**src/sv/crc8_packet_deframer_core_macros.svh**
```systemverilog
// Assertion macros for the CRC-8 packet deframer.
// Included by the top level; depends on nothing else.
`ifndef CRC8_PACKET_DEFRAMER_CORE_MACROS_SVH
`define CRC8_PACKET_DEFRAMER_CORE_MACROS_SVH

// Same-cycle implication, checked outside reset.
`define CDF_ASSERT_NOW(label, clk, rstn, ante, cons) \
    label: assert property (@(posedge clk) disable iff (!(rstn)) (ante) |-> (cons)) \
        else $error("deframer check failed");

// Next-cycle implication, checked outside reset.
`define CDF_ASSERT_NEXT(label, clk, rstn, ante, cons) \
    label: assert property (@(posedge clk) disable iff (!(rstn)) (ante) |=> (cons)) \
        else $error("deframer check failed");

`endif

```
**src/sv/cdf_pkg.sv**
```systemverilog
// Shared types, codes and the CRC-8 step for the packet deframer.
// Used by the controller, the datapath and the top level.
package cdf_pkg;

    localparam int BUFFER_BYTES_DEFAULT = 64;

    localparam logic [7:0] CRC_POLY = 8'h07;

    // Configuration register indexes.
    localparam logic [2:0] REG_START_MARKER  = 3'd0;
    localparam logic [2:0] REG_STORE_COMMAND = 3'd1;
    localparam logic [2:0] REG_FETCH_COMMAND = 3'd2;
    localparam logic [2:0] REG_STORE_LENGTH  = 3'd3;

    localparam logic [7:0] START_MARKER_RST  = 8'hBB;
    localparam logic [7:0] STORE_COMMAND_RST = 8'h02;
    localparam logic [7:0] FETCH_COMMAND_RST = 8'h03;
    localparam logic [5:0] STORE_LENGTH_RST  = 6'd12;

    // Result status codes.
    localparam logic [1:0] STAT_OTHER = 2'd0;
    localparam logic [1:0] STAT_STORE = 2'd1;
    localparam logic [1:0] STAT_FETCH = 2'd2;
    localparam logic [1:0] STAT_ERROR = 2'd3;

    typedef struct packed {
        logic take_byte;
        logic rd_clear;
        logic rd_en;
        logic rd_advance;
        logic load_payload;
        logic load_single;
    } cdf_cmd_t;

    typedef struct packed {
        logic at_crc;
        logic crc_ok;
        logic len_zero;
        logic out_free;
        logic rd_last;
    } cdf_stat_t;

    // One byte through CRC-8, MSB first, no reflection.
    function automatic logic [7:0] crc8_feed(input logic [7:0] crc, input logic [7:0] b);
        logic [7:0] c;
        c = crc ^ b;
        for (int k = 0; k < 8; k++) begin
            c = c[7] ? ({c[6:0], 1'b0} ^ CRC_POLY) : {c[6:0], 1'b0};
        end
        return c;
    endfunction

endpackage

```
**src/sv/cdf_ram.sv**
```systemverilog
// Generic simple dual-port RAM: one write port, one registered read port.
// No dependencies.
module cdf_ram #(
    parameter int WIDTH = 8,
    parameter int DEPTH = 64
) (
    input  logic                     aclk,
    input  logic                     wr_en,
    input  logic [$clog2(DEPTH)-1:0] wr_addr,
    input  logic [WIDTH-1:0]         wr_data,
    input  logic                     rd_en,
    input  logic [$clog2(DEPTH)-1:0] rd_addr,
    output logic [WIDTH-1:0]         rd_data
);

    logic [WIDTH-1:0] mem [DEPTH];
    logic [WIDTH-1:0] rd_data_reg;

    always_ff @(posedge aclk) begin
        if (wr_en) begin
            mem[wr_addr] <= wr_data;
        end
        if (rd_en) begin
            rd_data_reg <= mem[rd_addr];
        end
    end

    assign rd_data = rd_data_reg;

endmodule

```
**src/sv/cdf_ctrl.sv**
```systemverilog
// Controller state machine of the packet deframer.
// Depends on cdf_pkg for the command and status structs.
module cdf_ctrl (
    input  logic                aclk,
    input  logic                aresetn,
    input  logic                s_tvalid,
    output logic                s_tready,
    input  cdf_pkg::cdf_stat_t  stat,
    output cdf_pkg::cdf_cmd_t   cmd
);

    localparam logic [1:0] ST_RUN    = 2'd0;
    localparam logic [1:0] ST_SINGLE = 2'd1;
    localparam logic [1:0] ST_READ   = 2'd2;
    localparam logic [1:0] ST_LOAD   = 2'd3;

    logic [1:0] state_reg;
    logic [1:0] state_next;

    always_comb begin
        state_next = state_reg;
        cmd        = '0;
        s_tready   = 1'b0;
        unique case (state_reg)
            ST_RUN: begin
                s_tready      = 1'b1;
                cmd.take_byte = s_tvalid;
                if (s_tvalid && stat.at_crc) begin
                    cmd.rd_clear = 1'b1;
                    // A bad CRC or an empty payload reports as one result.
                    if (!stat.crc_ok || stat.len_zero) begin
                        state_next = ST_SINGLE;
                    end else begin
                        state_next = ST_READ;
                    end
                end
            end
            ST_SINGLE: begin
                if (stat.out_free) begin
                    cmd.load_single = 1'b1;
                    state_next      = ST_RUN;
                end
            end
            ST_READ: begin
                cmd.rd_en  = 1'b1;
                state_next = ST_LOAD;
            end
            ST_LOAD: begin
                if (stat.out_free) begin
                    cmd.load_payload = 1'b1;
                    if (stat.rd_last) begin
                        state_next = ST_RUN;
                    end else begin
                        cmd.rd_advance = 1'b1;
                        state_next     = ST_READ;
                    end
                end
            end
            default: state_next = ST_RUN;
        endcase
    end

    always_ff @(posedge aclk) begin
        if (!aresetn) begin
            state_reg <= ST_RUN;
        end else begin
            state_reg <= state_next;
        end
    end

endmodule

```
**src/sv/cdf_datapath.sv**
```systemverilog
// Datapath of the packet deframer: config registers, frame tracking, CRC,
// payload buffer and output register. Depends on cdf_pkg and cdf_ram.
module cdf_datapath #(
    parameter int BUFFER_BYTES = cdf_pkg::BUFFER_BYTES_DEFAULT
) (
    input  logic               aclk,
    input  logic               aresetn,
    input  logic               cfg_wr_en,
    input  logic [2:0]         cfg_index,
    input  logic [7:0]         cfg_wdata,
    input  logic [7:0]         rx_byte,
    input  cdf_pkg::cdf_cmd_t  cmd,
    output cdf_pkg::cdf_stat_t stat,
    input  logic               m_tready,
    output logic               m_tvalid,
    output logic [31:0]        m_tdata,
    output logic [2:0]         m_tuser,
    output logic               m_tlast
);

    localparam int AW = $clog2(BUFFER_BYTES);
    localparam int PW = $clog2(BUFFER_BYTES + 1);
    localparam int CW = (PW > 8) ? PW : 8;

    logic [7:0]    start_marker_reg;
    logic [7:0]    store_command_reg;
    logic [7:0]    fetch_command_reg;
    logic [5:0]    store_length_reg;

    logic [PW-1:0] position_reg, position_next;
    logic [7:0]    command_reg, command_next;
    logic [7:0]    length_reg, length_next;
    logic [7:0]    crc_reg, crc_next;
    logic [1:0]    status_reg, status_next;
    logic [AW-1:0] rd_idx_reg;

    logic [PW-1:0] pay_idx;
    logic [PW-1:0] pos_inc;
    logic [7:0]    crc_step;
    logic          in_payload;
    logic          wr_en;
    logic [7:0]    rd_data;
    logic [1:0]    class_code;

    logic          out_valid_reg;
    logic [1:0]    out_status_reg;
    logic [7:0]    out_command_reg;
    logic [5:0]    out_length_reg;
    logic          out_has_reg;
    logic [5:0]    out_index_reg;
    logic [7:0]    out_byte_reg;
    logic          out_last_reg;

    always_ff @(posedge aclk) begin
        if (!aresetn) begin
            start_marker_reg  <= cdf_pkg::START_MARKER_RST;
            store_command_reg <= cdf_pkg::STORE_COMMAND_RST;
            fetch_command_reg <= cdf_pkg::FETCH_COMMAND_RST;
            store_length_reg  <= cdf_pkg::STORE_LENGTH_RST;
        end else if (cfg_wr_en) begin
            unique case (cfg_index)
                cdf_pkg::REG_START_MARKER:  start_marker_reg  <= cfg_wdata;
                cdf_pkg::REG_STORE_COMMAND: store_command_reg <= cfg_wdata;
                cdf_pkg::REG_FETCH_COMMAND: fetch_command_reg <= cfg_wdata;
                cdf_pkg::REG_STORE_LENGTH:  store_length_reg  <= cfg_wdata[5:0];
                default: ;
            endcase
        end
    end

    assign pay_idx    = position_reg - PW'(3);
    assign pos_inc    = position_reg + PW'(1);
    assign in_payload = (position_reg >= PW'(3));
    assign crc_step   = cdf_pkg::crc8_feed(crc_reg, rx_byte);

    assign stat.at_crc   = in_payload && (CW'(pay_idx) >= CW'(length_reg));
    assign stat.crc_ok   = (crc_reg == rx_byte);
    assign stat.len_zero = (length_reg == 8'd0);
    assign stat.out_free = !out_valid_reg || m_tready;
    assign stat.rd_last  = ((CW'(rd_idx_reg) + CW'(1)) == CW'(length_reg));

    // A store command counts only at the configured length.
    always_comb begin
        if (command_reg == store_command_reg) begin
            class_code = (length_reg == {2'b00, store_length_reg}) ?
                         cdf_pkg::STAT_STORE : cdf_pkg::STAT_OTHER;
        end else if (command_reg == fetch_command_reg) begin
            class_code = cdf_pkg::STAT_FETCH;
        end else begin
            class_code = cdf_pkg::STAT_OTHER;
        end
    end

    always_comb begin
        position_next = position_reg;
        command_next  = command_reg;
        length_next   = length_reg;
        crc_next      = crc_reg;
        status_next   = status_reg;
        wr_en         = 1'b0;
        if (cmd.take_byte) begin
            priority if (position_reg == '0) begin
                if (rx_byte == start_marker_reg) begin
                    crc_next      = cdf_pkg::crc8_feed(8'd0, rx_byte);
                    position_next = pos_inc;
                end
            end else if (position_reg == PW'(1)) begin
                command_next  = rx_byte;
                crc_next      = crc_step;
                position_next = pos_inc;
            end else if (position_reg == PW'(2)) begin
                length_next   = rx_byte;
                crc_next      = crc_step;
                position_next = pos_inc;
            end else if (stat.at_crc) begin
                position_next = '0;
                status_next   = stat.crc_ok ? class_code : cdf_pkg::STAT_ERROR;
            end else begin
                wr_en         = 1'b1;
                crc_next      = crc_step;
                position_next = pos_inc;
            end
            // A frame that fills the buffer without finishing is dropped.
            if (position_next >= PW'(BUFFER_BYTES)) begin
                position_next = '0;
            end
        end
    end

    always_ff @(posedge aclk) begin
        if (!aresetn) begin
            position_reg <= '0;
            command_reg  <= '0;
            length_reg   <= '0;
            crc_reg      <= '0;
            status_reg   <= cdf_pkg::STAT_OTHER;
            rd_idx_reg   <= '0;
        end else begin
            position_reg <= position_next;
            command_reg  <= command_next;
            length_reg   <= length_next;
            crc_reg      <= crc_next;
            status_reg   <= status_next;
            if (cmd.rd_clear) begin
                rd_idx_reg <= '0;
            end else if (cmd.rd_advance) begin
                rd_idx_reg <= rd_idx_reg + AW'(1);
            end
        end
    end

    cdf_ram #(
        .WIDTH (8),
        .DEPTH (BUFFER_BYTES)
    ) u_payload_ram (
        .aclk    (aclk),
        .wr_en   (wr_en),
        .wr_addr (pay_idx[AW-1:0]),
        .wr_data (rx_byte),
        .rd_en   (cmd.rd_en),
        .rd_addr (rd_idx_reg),
        .rd_data (rd_data)
    );

    always_ff @(posedge aclk) begin
        if (!aresetn) begin
            out_valid_reg <= 1'b0;
        end else if (cmd.load_payload || cmd.load_single) begin
            out_valid_reg <= 1'b1;
        end else if (m_tready) begin
            out_valid_reg <= 1'b0;
        end
    end

    always_ff @(posedge aclk) begin
        if (cmd.load_payload || cmd.load_single) begin
            out_status_reg  <= status_reg;
            out_command_reg <= command_reg;
            out_length_reg  <= length_reg[5:0];
            out_has_reg     <= cmd.load_payload;
            out_index_reg   <= cmd.load_payload ? 6'(rd_idx_reg) : 6'd0;
            out_byte_reg    <= cmd.load_payload ? rd_data : 8'd0;
            out_last_reg    <= cmd.load_single || stat.rd_last;
        end
    end

    assign m_tvalid = out_valid_reg;
    assign m_tdata  = {4'd0, out_byte_reg, out_index_reg, out_length_reg, out_command_reg};
    assign m_tuser  = {out_has_reg, out_status_reg};
    assign m_tlast  = out_last_reg;

endmodule

```
**src/sv/crc8_packet_deframer_core.sv**
```systemverilog
// CRC-8 packet deframer, top level.
// The input channel (s_) carries one received byte per word in s_tdata[7:0].
// Idle bytes are skipped until the start marker; a frame is start, command,
// length, payload and a CRC-8 byte (poly 0x07, init 0) over all but the CRC.
// Each good frame yields one word per payload byte on the m_ channel, or a
// single word when the payload is empty; a CRC mismatch yields one error word.
// m_tlast marks the final word of a frame's run.
// Bytes are taken one per cycle while no run is being sent. A single result
// (error or empty payload) is loaded into the output register from the single
// state that follows its CRC byte, once that register is free. A payload run
// reads each byte from the payload buffer, whose read port is registered, and
// then loads it into the output register; the next byte is read only after that load.
// Input is held off while a single result or a payload run waits to be loaded,
// and so also for as long as the receiver stalls.
// A stalled receiver holds the output register and the run pauses with it.
// Frames that reach the buffer size without a CRC byte are dropped silently.
// Reset (aresetn low, synchronous) returns to hunting, clears the output and
// restores the register defaults; configuration writes take effect at once.
module crc8_packet_deframer_core #(
    parameter int BUFFER_BYTES = cdf_pkg::BUFFER_BYTES_DEFAULT
) (
    input  logic        aclk,
    input  logic        aresetn,
    input  logic        cfg_wr_en,
    input  logic [2:0]  cfg_index,
    input  logic [7:0]  cfg_wdata,
    input  logic        s_tvalid,
    output logic        s_tready,
    input  logic [7:0]  s_tdata,   // [7:0] rx_byte
    output logic        m_tvalid,
    input  logic        m_tready,
    // [7:0] command, [13:8] frame_length, [19:14] byte_index, [27:20] payload_byte
    output logic [31:0] m_tdata,
    output logic [2:0]  m_tuser,   // [1:0] status, [2] has_payload
    output logic        m_tlast
);

    `include "crc8_packet_deframer_core_macros.svh"

    cdf_pkg::cdf_cmd_t  cmd;
    cdf_pkg::cdf_stat_t stat;

    cdf_ctrl u_ctrl (
        .aclk     (aclk),
        .aresetn  (aresetn),
        .s_tvalid (s_tvalid),
        .s_tready (s_tready),
        .stat     (stat),
        .cmd      (cmd)
    );

    cdf_datapath #(
        .BUFFER_BYTES (BUFFER_BYTES)
    ) u_datapath (
        .aclk      (aclk),
        .aresetn   (aresetn),
        .cfg_wr_en (cfg_wr_en),
        .cfg_index (cfg_index),
        .cfg_wdata (cfg_wdata),
        .rx_byte   (s_tdata),
        .cmd       (cmd),
        .stat      (stat),
        .m_tready  (m_tready),
        .m_tvalid  (m_tvalid),
        .m_tdata   (m_tdata),
        .m_tuser   (m_tuser),
        .m_tlast   (m_tlast)
    );

    // While a run is still being sent, no input byte is taken.
    `CDF_ASSERT_NOW(a_run_blocks_input, aclk, aresetn, m_tvalid && !m_tlast, !s_tready)
    // The output register is loaded only when it is empty or being drained.
    `CDF_ASSERT_NOW(a_load_when_free, aclk, aresetn,
        cmd.load_payload || cmd.load_single, !m_tvalid || m_tready)
    // A word without payload always closes its frame's run.
    `CDF_ASSERT_NOW(a_empty_is_last, aclk, aresetn, m_tvalid && !m_tuser[2], m_tlast)
    // An error word never carries payload.
    `CDF_ASSERT_NOW(a_error_no_payload, aclk, aresetn,
        m_tvalid && (m_tuser[1:0] == cdf_pkg::STAT_ERROR), !m_tuser[2])
    // Once a CRC byte is taken, input is held off on the next cycle.
    `CDF_ASSERT_NEXT(a_crc_starts_run, aclk, aresetn,
        s_tvalid && s_tready && stat.at_crc, !s_tready)

endmodule

```
**config.mk**
```make
export PLATFORM = sky130hd
export DESIGN_NAME = crc8_packet_deframer_core
export DESIGN_NICKNAME = d
export VERILOG_FILES = /design/src/sv/cdf_pkg.sv /design/src/sv/cdf_ram.sv /design/src/sv/cdf_ctrl.sv /design/src/sv/cdf_datapath.sv /design/src/sv/crc8_packet_deframer_core.sv
export VERILOG_INCLUDE_DIRS = /design/src /design/src/sv
export SDC_FILE = /design/constraint.sdc
export NUM_CORES = 1
export LEC_CHECK = 0
export BUFFER_PORTS_ARGS = -buffer_cell sky130_fd_sc_hd__buf_4
export CORE_MARGIN = 2
export CORE_UTILIZATION = 50
export DETAILED_ROUTE_END_ITERATION = 12
export HOLD_SLACK_MARGIN = 0.02
export PLACE_DENSITY_LB_ADDON = 0.08
export SLEW_MARGIN = 30
export SYNTH_ARGS = -nofsm -noshare
export SYNTH_HDL_FRONTEND = slang
export SYNTH_HIERARCHICAL = 1
export SYNTH_SLANG_ARGS = --single-unit
```
**constraint.sdc**
```tcl
create_clock -name aclk -period 4.8 [get_ports aclk]
set_input_delay 0.48 -clock aclk [delete_from_list [all_inputs] [get_ports aclk]]
set_output_delay 0.48 -clock aclk [all_outputs]
set_load 0.005 [all_outputs]
```
==> results of run 1 <==
routing by layer:
| layer | vias up | track usage, % | part of all wire (%) |
|---|---|---|---|
| li1 | 6084 | - | - |
| met1 | 7029 | 34.6 | 45 |
| met2 | 528 | 34.9 | 46 |
| met3 | 93 | 4.96 | 7.2 |
| met4 | 0 | 6.63 | 2.4 |
| met5 | - | 0 | 0 |
per-stage QoR:
step	std cells	power [uW]	area (um^2)	setup WS, ns	setup TNS, ns
final	2349	11400	29200	0.271	0
after global routing	2349	11700	29200	-0.0657	-1.01
after floorplan	1509	6280	25600	1.20	0
after global placement	2228	6460	27000	0.300	0
after CTS	2349	11500	29200	0.0534	0
after detailed placement	2228	6460	27000	0.0912	0
path summary, 6_finish.rpt:
check	startpoint	to	cells past startpoint
worst max-delay path	u_datapath/position_reg[2]$_SDFFE_PN0P_	u_datapath/u_payload_ram/mem[0][6]$_DFFE_PP_	12
worst min register to register	u_datapath/status_reg[1]$_SDFFE_PN0P_	u_datapath/out_status_reg[1]$_DFFE_PP_	0
worst max register to register	u_datapath/position_reg[2]$_SDFFE_PN0P_	u_datapath/u_payload_ram/mem[0][6]$_DFFE_PP_	12
worst min-delay path	cfg_wdata[1]	u_datapath/store_command_reg[1]$_SDFFE_PN1P_	3
power by group:
group | leakage [uW] | switching [uW] | total [uW] | internal (uW)
Clock | 0.00105 | 2050 | 5030 | 2990
Combinational | 0.00273 | 257 | 387 | 129
Sequential | 0.00556 | 23.8 | 5960 | 5930
Total | 0.00934 | 2330 | 11400 | 9050
layout by cell type (no fill, tap or decap), drive strengths merged, types with 24 or more instances in the layout:
master,instances
mux2i,57
xor2,24
a21oi,33
clkinv,28
nand3,35
mux4,126
clkbuf,84
dfxtp,72
xnor2,62
nor2,135
edfxtp,552
nand2,82
buf,136
layout make-up:
| type | count | area [um^2] | area share (%) |
|---|---|---|---|
| clock inverter | 37 | 304 | 1.04 |
| tap | 672 | 841 | 2.88 |
| inverter | 12 | 45.0 | 0.154 |
| timing repair buffer | 136 | 1060 | 3.63 |
| multi-input combinational | 784 | 7080 | 24.2 |
| clock buffer | 84 | 1850 | 6.32 |
| sequential | 624 | 18000 | 61.7 |
repair_timing:
action / 4_1_cts / 5_1_grt
setup buffers: 0 / 0
endpoints found under the setup margin: 0 / 107
resized for setup: 0 / 6
cell families (layout without fill, tap and decap cells):
group | count (synthesis) | after routing | share of synthesized area (%)
mux | 196 | 196 | 13.9
buf+inv | 101 | 269 | 2.14
fa+ha+maj | 15 | 15 | 0.733
flops | 624 | 624 | 70.4
compound gates | 112 | 112 | 3.04
simple gates | 371 | 371 | 6.90
xor+xnor | 86 | 86 | 2.94
other cells | 1 | 4 | 0.0146
worst max-delay path, cell delays in order (launching register included):
cell	delay, ns
dfxtp_1	0.40
a21oi_1	0.22
nor3b_1	0.26
xor2_1	0.49
ha_1	0.36
nand4_1	0.10
and3_1	0.18
o21a_1	0.21
a211oi_1	0.10
nor2_1	0.41
nor2b_1	0.32
nand2_1	0.43
nor2_1	0.69
==> flow_summary.ini, run 1 <==
[route]
via_per_inst = 5.85
initialDrtViolationCount = 1337
wl_per_cell_um = 25.5
drt_wl_total_mm = 60.0
vias = 13734
firstDrtPassIters = 5
drc = 0
ant_nets = 0

[timing]
hold-worst-slack_ns = 0.135
period_needed_ns = 4.53
rsz0062_at_grt = true
drv_slew = 0
relSlewSlack_pct = 40.8
fin_worst_skew_ns = 0.0176
final.period_utilization_pct = 94.4
setup-violations-final = 0
hold_viol = 0
tightest_slew_ns = 0.888
max_freq_ghz = 0.221

[power_and_ir_drop]
p_leak_uw = 0.00935
ir_drop_v = 0.000255
cellPowerDensity_nw_per_um2 = 390

[synthesis]
synthTopCellsByArea = edfxtp_1, mux4_2, dfxtp_1, mux2i_1, xnor2_1
synth_top_area_share_pct = 64.7
ys_seq_elements = 624
avgSynthCellArea_um2 = 17.0
synthCells = 1506
yosys.area.top_type = edfxtp_1
ys.flop_type = edfxtp_1
netlist_top_cells_count = edfxtp_1, nor2_1, mux4_2, nand2_1, dfxtp_1
async_reset_ff_share_pct = 0
synth.most_common_cell = edfxtp_1
synth_edf_count = 552
netlist_area_um2 = 25600
synth_cell_type_count = 64
yosysSeqAreaShare_pct = 70.4
ys_warn_count = 6

[cells_and_area]
post-route-util_pct = 58.0
top_register = u_datapath/u_payload_ram/mem
areaGrowthSynthToFinish_pct = 14.0
largest_register_ffs = 512
nets = 1663
antenna_cells = 0
n_fill_cell = 3830
layout-drive-gt1-share_pct = 23.5

[clocking]
clock-root-buffer = clkbuf_16
cts_tree = built
htreeDepth = 3
cts.clk_slew.worst_paths_ns = 0.06
insertion_delay_ns = 0.60
cts_hold_buf = 0
cts.sinks = 624
cts_buffers = 66
clockBufferDepth = 3

[die]
die_area_um2 = 53000
start_util_pct = 50.8
ios = 62
rows = 82
die_w_um = 230
core_um2 = 50400
die_y_um = 230

[worst_setup_path]
critPathLaunchType = flop
cp-end-kind = flop
rrSetupSlack_ns = 0.27
required_ns = 5.02
critPathKind = flop to flop
cp.arrival_ns = 4.75
critPathMaxFanout = 10

[grt]
grt.total_usage_pct = 23.2
grt_max_degree = 71
grt_pass1_wl_mm = 90.1
grt_pass1_vias = 13650
antenna_found_initial = 2
overflow = 0

[place]
place.gp.congestion = 0.820
dp_hpwl_mm = 36.9
portBuffers = 57

[status]
outcome = completed

[worst_hold_path]
hp-class = input port to flop

[run]
maxCapViolCount = 0
Note: power is estimated with default switching activity, not from simulation.
==> run 2: changes to the inputs <==
--- a/config.mk
+++ b/config.mk
@@ -7,8 +7,7 @@
 export NUM_CORES = 1
 export LEC_CHECK = 0
 export BUFFER_PORTS_ARGS = -buffer_cell sky130_fd_sc_hd__buf_4
-export CORE_MARGIN = 2
-export CORE_UTILIZATION = 50
+export CORE_UTILIZATION = 53
 export DETAILED_ROUTE_END_ITERATION = 12
 export HOLD_SLACK_MARGIN = 0.02
 export PLACE_DENSITY_LB_ADDON = 0.08
==> flow_summary.ini, run 2 (synthesized netlist as in run 1, its figures left out) <==
[grt]
grt_pass1_wl_mm = 90.0
antenna_found_initial = 1
grt.total_usage_pct = 25.1
grt_max_degree = 70
overflow = 0
grt_pass1_vias = 13770

[worst_setup_path]
reg2reg_from = u_datapath/position_reg[2]$_SDFFE_PN0P_
crit_path_frequent_cell = nor2_1
cp-end-kind = flop
critPathLaunchType = flop
path_cells = a21oi_1, nor3b_1, xor2_1, ha_1, nand4_1, and3_1, o21a_1, a211oi_1, nor2_1, nor2b_1, nand2_1, nor2_1
r2r_end = u_datapath/u_payload_ram/mem[26][6]$_DFFE_PP_
rrSetupSlack_ns = 0.28
cp.arrival_ns = 4.74
ff2ff_path_depth = 12
required_ns = 5.02
critPathKind = flop to flop
endpoint = u_datapath/u_payload_ram/mem[26][6]$_DFFE_PP_
critPathMaxFanout = 10
crit_path_max_incr_delay_ns = 0.69
crit_path_start = u_datapath/position_reg[2]$_SDFFE_PN0P_
cp_slowest_cell = nor2_1

[cells_and_area]
layout-drive-gt1-share_pct = 23.1
areaGrowthSynthToFinish_pct = 14.0
layout_common_cells = edfxtp_1, nor2_1, buf_4
layout_commonest_cell = edfxtp_1
design_area_um2 = 29200
largest_register_ffs = 512
post-route-util_pct = 61.1
top_register = u_datapath/u_payload_ram/mem
antenna_cells = 0
nets = 1661

[timing]
drv_slew = 0
setup-violations-final = 0
fin_worst_skew_ns = 0.0215
final.period_utilization_pct = 94.1
max_freq_ghz = 0.221
rsz0062_at_grt = false
hold_viol = 0
tightest_slew_ns = 0.854
period_needed_ns = 4.52
tns_ns = 0
relSlewSlack_pct = 42.7

[clocking]
cts.clk_slew.worst_paths_ns = 0.06
htreeDepth = 3
cts.sinks = 624
cts_buffers = 66
clockBufferDepth = 3
cts_tree = built
cts_hold_buf = 0
clock-root-buffer = clkbuf_16
insertion_delay_ns = 0.59

[place]
placed_area_um2 = 27000
dp_hpwl_mm = 37.2
portBuffers = 57
place.gp.congestion = 0.842

[route]
ant_nets = 0
firstDrtPassIters = 5
via_per_inst = 5.98
vias = 13687
wl_per_cell_um = 26.0
initialDrtViolationCount = 1148
drc = 0
drt_wl_total_mm = 59.4

[die]
core_um2 = 47700
ios = 62
die_area_um2 = 49200
die_w_um = 222
start_util_pct = 53.6
die_y_um = 222
rows = 80

[power_and_ir_drop]
cellPowerDensity_nw_per_um2 = 393
p_leak_uw = 0.00937
ir_drop_v = 0.000230

[run]
maxCapViolCount = 0

[status]
outcome = completed

[worst_hold_path]
hp-class = input port to flop
run 2: cell count changes in the layout (fill, tap and decap cells not counted), sizes merged:
cell      delta
clkinv       -6
clkinvlp     -3
buf          -2
bufinv       +2
inv          -1
clkbuf       +5
run 2: metal layers:
| metal | GRT usage [%] | wire, um | vias to the layer above |
|---|---|---|---|
| met5 | 0 | 0 | - |
| li1 | - | - | 6081 |
| met2 | 38.3 | 27600 | 509 |
| met3 | 4.64 | 4020 | 77 |
| met1 | 37.1 | 26600 | 7020 |
| met4 | 7.30 | 1120 | 0 |
run 2: how the worst min path moves through the flow:
stage	start	to	depth (start not counted)
6_report	cfg_wdata[0]	u_datapath/fetch_command_reg[0]$_SDFFE_PN1P_	3
5_1_grt	cfg_wdata[1]	u_datapath/fetch_command_reg[1]$_SDFFE_PN1P_	3
4_1_cts	cfg_wdata[7]	u_datapath/start_marker_reg[7]$_SDFFE_PN1P_	3
3_5_place_dp	u_datapath/status_reg[1]$_SDFFE_PN0P_	u_datapath/out_status_reg[1]$_DFFE_PP_	0
3_3_place_gp	u_datapath/status_reg[0]$_SDFFE_PN0P_	u_datapath/out_status_reg[0]$_DFFE_PP_	0
2_1_floorplan	u_datapath/status_reg[1]$_SDFFE_PN0P_	u_datapath/out_status_reg[1]$_DFFE_PP_	0
run 2: final cells by class:
cell class	count	area [um^2]
fillers	3456	18600
flip-flops and latches	624	18000
multi-input cells	784	7070
clock buffers	89	1860
repair buffers	134	1090
well taps	615	769
clock inverters	29	322
inverters	12	45.0
run 2: what timing repair did:
action                                  4_1_cts  5_1_grt
endpoints found under the setup margin        0      104
buffers inserted                              0        0
resized for setup                             0        2
run 2: worst max-delay path, delay by kind of cell (launching register included):
| kind | cells | cell delay [ns] |
|---|---|---|
| AOI/OAI and AO/OA | 3 | 0.52 |
| xor gates and xnor gates | 1 | 0.47 |
| adders and majority gates | 1 | 0.36 |
| DFF | 1 | 0.40 |
| and+or+nand+nor | 7 | 2.39 |
run 2: power breakdown:
group          internal [uW]  total, uW  switching (uW)
Combinational            129        388             259
Clock                   3100       5120            2020
Sequential              5930       5960            23.8
Total                   9160      11500            2310
run 2: through the flow:
stage / worst slack [ns] / hold slack, ns / power (uW) / instances
after floorplan: 1.20 / 0.408 / 6280 / 1509
after global placement: 0.312 / 0.418 / 6460 / 2168
after detailed placement: 0.179 / 0.431 / 6460 / 2169
after CTS: 0.0983 / 0.131 / 11600 / 2287
after global routing: 0.0263 / 0.161 / 11800 / 2287
final: 0.281 / 0.168 / 11500 / 2287
==> run 3: changes to the inputs <==
--- a/config.mk
+++ b/config.mk
@@ -11,6 +11,7 @@
 export DETAILED_ROUTE_END_ITERATION = 12
 export HOLD_SLACK_MARGIN = 0.02
 export PLACE_DENSITY_LB_ADDON = 0.08
+export RECOVER_POWER = 50
 export SLEW_MARGIN = 30
 export SYNTH_ARGS = -nofsm -noshare
 export SYNTH_HDL_FRONTEND = slang
==> flow_summary.ini, run 3 (synthesized netlist as in run 1, its figures left out) <==
[status]
outcome = finished with violations
failed_checks = capacitance limit, slew limit

[route]
drt-met1-wl_mm = 26.1
drc = 0
via_per_inst = 6.00
dr_wl_met3_mm = 4.37
initialDrtViolationCount = 1177
vias = 13719
drt_wl_total_mm = 59.4
ant_nets = 0
top_layer_used = met4
route.met2.wl_mm = 27.8
wl_per_cell_um = 26.0
firstDrtPassIters = 6

[worst_setup_path]
rrSetupSlack_ns = 0.26
critPathKind = flop to flop
required_ns = 5.02
critPathMaxFanout = 10
cp.arrival_ns = 4.76
cp-end-kind = flop
reg2reg_from = u_datapath/position_reg[2]$_SDFFE_PN0P_
critPathLaunchType = flop
ff2ff_path_depth = 12
r2r_end = u_datapath/u_payload_ram/mem[26][6]$_DFFE_PP_

[die]
start_util_pct = 53.6
core_um2 = 47700
die_y_um = 222
rows = 80
die_w_um = 222
die_area_um2 = 49200
ios = 62

[power_and_ir_drop]
ir_drop_v = 0.000231
p_leak_uw = 0.00929
cellPowerDensity_nw_per_um2 = 394
power_uw = 11500

[cells_and_area]
nets = 1661
layout_common_cells = edfxtp_1, nor2_1, mux4_2
areaGrowthSynthToFinish_pct = 13.7
design_area_um2 = 29100
top_register = u_datapath/u_payload_ram/mem
n_fill_cell = 3479
layout_commonest_cell = edfxtp_1
seqCellArea_um2 = 18000
layout-drive-gt1-share_pct = 21.9
multi_input_area_um2 = 7070
largest_register_ffs = 512

[timing]
relSlewSlack_pct = -132
final.period_utilization_pct = 94.6
max_freq_ghz = 0.220
period_needed_ns = 4.54
fin_worst_skew_ns = 0.0238
setup-violations-final = 0
rsz0062_at_grt = false
tns_ns = 0
tightest_slew_ns = 3.48
fin_ws_ns = 0.260
hold_viol = 0
drv_slew = 570

[clocking]
insertion_delay_ns = 0.59
cts_hold_buf = 0
clock-root-buffer = clkbuf_16
clockBufferDepth = 3
cts_buffers = 66
cts_tree = built
cts.clk_slew.worst_paths_ns = 0.06
cts.sinks = 624
htreeDepth = 3

[grt]
grt_max_degree = 70
overflow = 0
grt_pass1_wl_mm = 90.0
grt.total_usage_pct = 25.1
antenna_found_initial = 2
grt_pass1_vias = 13770

[place]
placed_area_um2 = 27000
dp_hpwl_mm = 37.2
portBuffers = 57
pre_cts_ws_ns = 0.179
place.gp.congestion = 0.842

[worst_hold_path]
min_to = u_datapath/fetch_command_reg[0]$_SDFFE_PN1P_
hp-start = cfg_wdata[0]
worstHoldPathCells = 3
hp-class = input port to flop

[run]
maxCapViolCount = 11
run 3: cell count changes in the layout (fill, tap and decap cells not counted), sizes merged:
cell | previous run | this run
buf | 134 | 93
diode | 0 | 1
clkbuf | 89 | 130
run 3: worst max-delay path by stage:
stage / from / end / slack, ns / depth (start not counted)
after floorplan: u_datapath/position_reg[2]$_SDFFE_PN0P_ / u_datapath/u_payload_ram/mem[62][0]$_DFFE_PP_ / 1.20 / 13
after global placement: u_datapath/position_reg[0]$_SDFFE_PN0P_ / u_datapath/u_payload_ram/mem[58][3]$_DFFE_PP_ / 0.31 / 11
after detailed placement: u_datapath/position_reg[0]$_SDFFE_PN0P_ / u_datapath/u_payload_ram/mem[58][1]$_DFFE_PP_ / 0.18 / 11
after CTS: u_datapath/position_reg[0]$_SDFFE_PN0P_ / u_datapath/u_payload_ram/mem[58][1]$_DFFE_PP_ / 0.1 / 11
after global routing: u_datapath/position_reg[0]$_SDFFE_PN0P_ / u_datapath/u_payload_ram/mem[26][6]$_DFFE_PP_ / 0.03 / 12
final: u_datapath/position_reg[2]$_SDFFE_PN0P_ / u_datapath/u_payload_ram/mem[26][6]$_DFFE_PP_ / 0.26 / 12
run 3: what timing repair did:
action,in CTS,in global routing
gates resized for setup,0,2
setup buffers,0,0
setup endpoints to repair,0,104
run 3: final cells by class:
| class | count | share of cell area (%) |
|---|---|---|
| Tap cell | 615 | 2.64 |
| Sequential cell | 624 | 61.9 |
| Multi-Input combinational cell | 784 | 24.3 |
| Antenna cell | 1 | 0.00859 |
| Clock inverter | 29 | 1.10 |
| Clock buffer | 89 | 6.40 |
| Inverter | 12 | 0.155 |
| Timing Repair Buffer | 134 | 3.51 |
run 3: power breakdown:
group          switching [uW]  total, uW  internal [uW]
Clock                    2030       5130           3100
Combinational             260        382            122
Sequential               23.7       5970           5940
Total                    2310      11500           9170
run 3: routing by layer:
layer | GRT usage [%] | vias to the layer above
li1 | - | 6086
met4 | 7.30 | 0
met2 | 38.3 | 527
met3 | 4.64 | 74
met5 | 0 | -
met1 | 37.1 | 7032
run 3: critical path, stage by stage, from the launching register on:
cell      delay [ns]
dfxtp_1         0.40
a21oi_1         0.23
nor3b_1         0.26
xor2_1          0.47
ha_1            0.36
nand4_1         0.09
and3_1          0.18
o21a_1          0.20
a211oi_1        0.09
nor2_1          0.46
nor2b_1         0.33
nand2_1         0.42
nor2_1          0.68
run 3: through the flow:
stage	std cells	utilization [%]	hold slack, ns
CTS	2287	61.1	0.131
detailed placement	2169	56.5	0.431
global placement	2168	56.5	0.418
floorplan	1509	-	0.408
finish	2288	61.0	0.171
global route	2287	61.0	0.161
